File: src/design/lgc_pkg.sv
`default_nettype none

package lgc_pkg;

	localparam int OP_W     = 2;
	localparam int FONT_W   = 8;
	localparam int GLYPH_W  = 21;
	localparam int SIZE_W   = 10;
	localparam int STATUS_W = 2;
	localparam int SLOT_W   = 6;
	localparam int REM_W    = 7;
	localparam int CAP_W    = 7;

	localparam logic [CAP_W-1:0] CAP_RESET = 7'd64;

	// request operations
	localparam logic [OP_W-1:0] OP_LOOKUP        = 2'd0;
	localparam logic [OP_W-1:0] OP_UNCACHE_GLYPH = 2'd1;
	localparam logic [OP_W-1:0] OP_UNCACHE_FONT  = 2'd2;
	localparam logic [OP_W-1:0] OP_CHECK_SIZE    = 2'd3;

	// response status codes
	localparam logic [STATUS_W-1:0] ST_OK        = 2'd0;
	localparam logic [STATUS_W-1:0] ST_NOT_FOUND = 2'd1;
	localparam logic [STATUS_W-1:0] ST_FULL      = 2'd2;

	typedef struct packed {
		logic reg_en;
		logic clear_en;
		logic size_en;
	} font_cmd_t;

	typedef struct packed {
		logic found;
		logic size_match;
		logic full;
	} font_res_t;

endpackage

`default_nettype wire

File: src/design/lgc_font_table.sv
`default_nettype none

module lgc_font_table #(
	parameter int FONTS = 8
) (
	input  wire logic                        clk,
	input  wire logic                        arst_n,
	input  wire logic [lgc_pkg::FONT_W-1:0]  font_id,
	input  wire logic [lgc_pkg::SIZE_W-1:0]  font_size,
	input  wire lgc_pkg::font_cmd_t          cmd,
	output lgc_pkg::font_res_t               res
);

	logic [FONTS-1:0]                known_q;
	logic [lgc_pkg::FONT_W-1:0]      tag_q [FONTS];
	logic [lgc_pkg::SIZE_W-1:0]      size_q [FONTS];

	logic [FONTS-1:0]                match;
	logic [FONTS-1:0]                free_oh;
	logic [lgc_pkg::SIZE_W-1:0]      size_seen;

	always_comb begin
		size_seen = '0;
		for (int i = 0; i < FONTS; i++) begin
			match[i] = known_q[i] && (tag_q[i] == font_id);
			if (match[i]) begin
				size_seen = size_seen | size_q[i];
			end
		end
		// lowest unused entry
		free_oh = ~known_q & (known_q + 1'b1);
	end

	assign res.found      = |match;
	assign res.size_match = (|match) && (size_seen == font_size);
	assign res.full       = &known_q;

	always_ff @(posedge clk or negedge arst_n) begin
		if (!arst_n) begin
			known_q <= '0;
		end else begin
			for (int i = 0; i < FONTS; i++) begin
				if (cmd.reg_en && free_oh[i]) begin
					known_q[i] <= 1'b1;
				end else if (cmd.clear_en && match[i]) begin
					known_q[i] <= 1'b0;
				end
			end
		end
	end

	always_ff @(posedge clk) begin
		for (int i = 0; i < FONTS; i++) begin
			if (cmd.reg_en && free_oh[i]) begin
				tag_q[i]  <= font_id;
				size_q[i] <= font_size;
			end else if (cmd.size_en && match[i]) begin
				size_q[i] <= font_size;
			end
		end
	end

endmodule

`default_nettype wire

File: config.mk
export PLATFORM = sky130hd
export DESIGN_NAME = lgc_font_table
export DESIGN_NICKNAME = d
export VERILOG_FILES = /design/src/design/lgc_pkg.sv /design/src/design/lgc_font_table.sv
export SDC_FILE = /design/constraint.sdc
export NUM_CORES = 1
export LEC_CHECK = 0
export ABC_CLOCK_PERIOD_IN_PS = 4700
export BUFFER_PORTS_ARGS = -buffer_cell sky130_fd_sc_hd__buf_2
export CAP_MARGIN = 20
export CORE_AREA = 2 2 116 129
export DETAILED_ROUTE_END_ITERATION = 10
export DIE_AREA = 0 0 118 131
export PLACE_DENSITY = 0.58
export SYNTH_ARGS = -nofsm -noshare
export SYNTH_HDL_FRONTEND = slang
export SYNTH_SLANG_ARGS = --single-unit
File: constraint.sdc
create_clock -name clk -period 4.7 [get_ports clk]
set_clock_uncertainty 0.2 [all_clocks]
set_input_delay 0.235 -clock clk [delete_from_list [all_inputs] [get_ports clk]]
set_output_delay 0.235 -clock clk [all_outputs]
set_load 0.05 [all_outputs]
Word-level counts from Yosys, hierarchy flattened
Memory sizes are Yosys's and may differ from the RTL's.
Cells that the tools add are included.
{ "classes": {"addsub": 1, "mul": 0, "div_mod_pow": 0, "n_lt_le_gt_ge": 0, "eq_ne": 9, "shift": 0, "n_mux": 93, "bitwise_logic": 17, "n_reduce_logical": 50} }
{ "op_table": {"columns": ["cell", "n"], "rows": [
  ["10-bit 2-to-1 mux", 16],
  ["10-bit OR", 7],
  ["8-bit equality test", 8],
  ["8-bit OR reduction", 8],
  ["1-bit 2-to-1 mux", 63],
  ["8-bit 2-to-1 mux", 7],
  ["1-bit logical AND", 33],
  ["3-bit 2-to-1 mux", 7],
  ["2-bit nonzero test", 8],
  ["10-bit equality test", 1],
  ["8-bit by 1-bit adder with 8-bit output, second input constant", 1],
  ["8-bit AND", 1],
  ["8-bit NOT", 1],
  ["1-bit OR", 8],
  ["8-bit AND reduction", 1]
]} }
{ "word_totals": {"regBits": 8, "latch_bits": 0, "ramBits": 144, "mem_bits_ro": 0, "in_bits": 23, "out_inout_bits": 3, "memories": 2} }
{ "memory_table": {"columns": ["memory", "words", "width", "read_ports", "rd_ports_with_merged_regs", "write_ports", "line_no", "rtl"], "rows": [
  ["size_q", 8, 10, 8, 0, 8, "lgc_font_table.sv:16", "logic [lgc_pkg::SIZE_W-1:0] size_q [FONTS];"],
  ["tag_q", 8, 8, 8, 0, 1, "lgc_font_table.sv:15", "logic [lgc_pkg::FONT_W-1:0] tag_q [FONTS];"]
]} }

Depth between registers and ports, before layout
{ "logic_depth": {"word_depth": 19, "mapped_depth": 10, "mapped_depth_nobuf": 8} }

Worst setup path before layout
No wires, ideal clock.
{ "synth_path": {"path_type": "input to output", "from": "input font_id[2] in the netlist's numbering", "to": "output res[1] in the netlist's numbering", "t_arrival_ns": 2.815, "t_required_ns": 4.265, "path_slack_ns": 1.450, "stages": 10, "path_buffers": 2, "path_cell_list": "buf_6 xor2_1 nor4_1 and3_4 buf_6 a22o_1 nor3_1 xnor2_1 a221o_1 nor4_2"} }
{ "synth_lines": {"columns": ["item", "line_no", "rtl"], "rows": [
  ["start, declared", "lgc_font_table.sv:8", "input wire logic [lgc_pkg::FONT_W-1:0] font_id,"],
  ["end, declared", "lgc_font_table.sv:11", "output lgc_pkg::font_res_t res"]
]} }

==> reports/results.tsv <==
stage	metric	value	unit
run_status	status	complete, no violations	
sta	fin_tns_setup	0	ns
drt	vias_per_cell	5.36	
power_and_ir_drop	powerDensity	442	mW/mm^2
clock_tree	cts_root_buf	clkbuf_16	
global_route	grt-ovfl-total	0	
worst_hold_path	min_path_type	input port to register	
clock_tree	ctsLongestPathBuffers	2	
drt	drt-initial-drc-count	288	
drt	wl_per_cell	20.6	um
sta	fmaxAchievable	253	MHz
floorplanning	initial_core_util	0.441	
global_route	grt_use_total	0.180	
yosys	synth.distinct_cells	42	
yosys	yosysWarnings	0	
sta	drv_slew	0	
yosys	synthesis.nets	409	
power_and_ir_drop	power.leakage	0.00248	uW
clock_tree	cts_hold_buf	14	
floorplanning	die_h	131	um
finish	antenna-diode-count	0	
finish	syn_to_final_growth	16.4	%
run	cap_violations	0	
floorplanning	core	0.0142	mm^2
sta	period_minus_slack	3.96	ns
place	dp.final_hpwl	8.20	mm
clock_tree	cts_setup_buffers	0	
sta	grt_setup_unrepaired	no	
yosys	synth-seq-area-share	0.722	
critical_path	endpoint_kind	primary output	
critical_path	reg2reg_to	size_q[1][24]	
drt	first_pass_iters	4	
critical_path	worstSetupStartpointType	register	
critical_path	r2r_start	tag_q[1][21]	
clock_tree	path_clk_slew	0.06	ns
worst_hold_path	min_to	tag_q[0][1]	
global_route	grt_pass1_vias	3420	
sta	setup_violations	0	
global_route	antenna_found_initial	0	
critical_path	worstPathCellList	xor2_1, nor4_1, and3_1, a22oi_1, nand2_1, o21ai_0, a221o_1, nor4_2, buf_2	
yosys	synth-seq-cells	152	
floorplanning	num_io_pins	26	
clock_tree	cts_buffers	17	
finish	multi_input_comb_area	0.00158	mm^2
yosys	async_flop_share	0.0526	
sta	post-route-period-util	0.842	
place	placed_area	0.00653	mm^2
drt	route.vias.total	3417	
critical_path	cp_max_fo	10	
yosys	yosys-top-cells-area	edfxtp_1 69%, xor2_1 5.5%, xnor2_1 4.2%, dfrtp_1 3.2%, a22oi_1 3.1%	
power_and_ir_drop	irDropWorstVdd	353	uV
drt	drt_wl_total	13.2	mm
worst_hold_path	hp-start	font_id[1]	
worst_hold_path	hold_depth	1	
place	io_buffers	25	
critical_path	worst-endpoint-required	4.26	ns
place	place_congestion	0.789	
critical_path	critPathSlowestCell	nor4_1	
yosys	netlist_instances	386	
clock_tree	cts_tree	done	
critical_path	rr_worst_depth	4	
finish	fillers	1222	
floorplanning	dieArea	0.0155	mm^2
sta	worst_pin_slew	0.911	ns
floorplanning	die_w	118	um
global_route	grt_max_degree	17	
finish	design_area	0.00729	mm^2
sta	slew_headroom	0.391	
critical_path	cpLargestDelayFamily	simple AND/OR/NAND/NOR gates	
critical_path	path_buf_inv	1	
finish	drive_gt1_frac	0.170	
clock_tree	cts_resized	0	
yosys	synth_largest_area_cell	edfxtp_1	
drt	drcViolationCount	0	
critical_path	critPathMaxStageDelay	0.72	ns
critical_path	worstSetupPathType	register to primary output	
yosys	syn_area_per_cell	16.2	um^2
floorplanning	row_count	46	
global_route	grt_pass1_wl	20.1	mm
clock_tree	h-tree-depth	4	
finish	mostFrequentLayoutCells	144 x edfxtp_1, 39 x xor2_1, 30 x xnor2_1, 26 x a22oi_1, 25 x buf_2	
clock_tree	insertion_delay	0.42	ns
finish	layout_commonest_cell	edfxtp_1	
drt	ant_nets	0	
critical_path	cp.arrival	3.52	ns
finish	nNetsFinal	456	
yosys	syn-cell-area	0.00626	mm^2
yosys	synth_ff_type	edfxtp_1	
yosys	synth_edf_count	144	
finish	seqCellArea	0.00452	mm^2
yosys	synth_top_area_share	0.690	
sta	finalHoldViolCount	0	
clock_tree	cts_sinks	152	
critical_path	rrSetupSlack	1.73	ns
[layout make-up]
type	instances	area share
repair buffers	46	0.0436
clock inverters	15	0.0261
well taps	192	0.0330
multi-input cells	213	0.217
inverters	3	0.00154
flip-flops and latches	152	0.621
clock buffers	17	0.0584
[synth_stat cells (3+ instances only)]
library cell  number
edfxtp_1         144
xor2_1            39
xnor2_1           30
a22oi_1           26
nand2_1           14
buf_6             11
nor4_1            11
a21o_1            10
nand4_1           10
nand3_1            9
nor3_1             9
dfrtp_1            8
a21oi_1            6
nor2_1             6
a22o_1             5
and3_1             5
and4_1             4
a22oi_2            3
inv_1              3
[worst reg2reg max path, stage by stage, from the launching register on]
cell and delay [ns]:
edfxtp_1 0.37, xor2_1 0.15, nor4_1 0.72, and3_1 0.62, a21o_1 0.55
[cells by family (layout without fill, tap and decap cells)]
logic type,after synthesis,in the layout,synth area share
XOR/XNOR,70,70,0.0991
AND/OR/NAND/NOR,82,82,0.0763
flip-flops,152,152,0.722
AO/OA/AOI/OAI,61,61,0.0751
buffers and inverters,21,81,0.0272
[worst max path at each step]
stage	startpoint	end	slack [ns]	cells after the start
after detailed placement	font_id[5]	res[1]	0.97	10
after global routing	tag_q[1][21]	res[1]	0.54	9
final	tag_q[1][21]	res[1]	0.74	9
after global placement	font_id[5]	res[1]	0.91	10
after CTS	tag_q[1][21]	res[1]	0.71	9
after floorplan	font_id[2]	res[1]	1.45	10
[metal layers]
layer	routed length, um	vias to the layer above	track usage
met2	6530	69	0.308
met5	0	-	0
met3	485	16	0.0482
li1	-	1591	-
met4	234	0	0.0737
met1	5920	1741	0.220
[power by group]
| group | switching [uW] | internal (uW) | total (uW) | leakage (uW) |
|---|---|---|---|---|
| sequential | 30.4 | 1560 | 1590 | 0.00137 |
| combinational | 154 | 73.6 | 228 | 0.000827 |
| clock | 557 | 847 | 1400 | 0.000288 |
[stage by stage]
stage	hold slack, ns	instances	utilization	total power [uW]	setup slack [ns]
2_1_floorplan	-0.261	386	-	1750	1.45
3_3_place_gp	-0.110	592	0.460	1830	0.914
3_5_place_dp	-0.110	592	0.460	1830	0.971
4_1_cts	0.0100	638	0.513	3240	0.710
5_1_grt	0.0142	638	0.513	3320	0.545
6_report	0.0245	638	0.513	3220	0.744
[state kept, by name, summed over array words and instances (netlist names)]
| name | count |
|---|---|
| size_q | 80 |
| tag_q | 64 |
| known_q | 8 |
No activity file was read; power rests on OpenSTA's default activity.
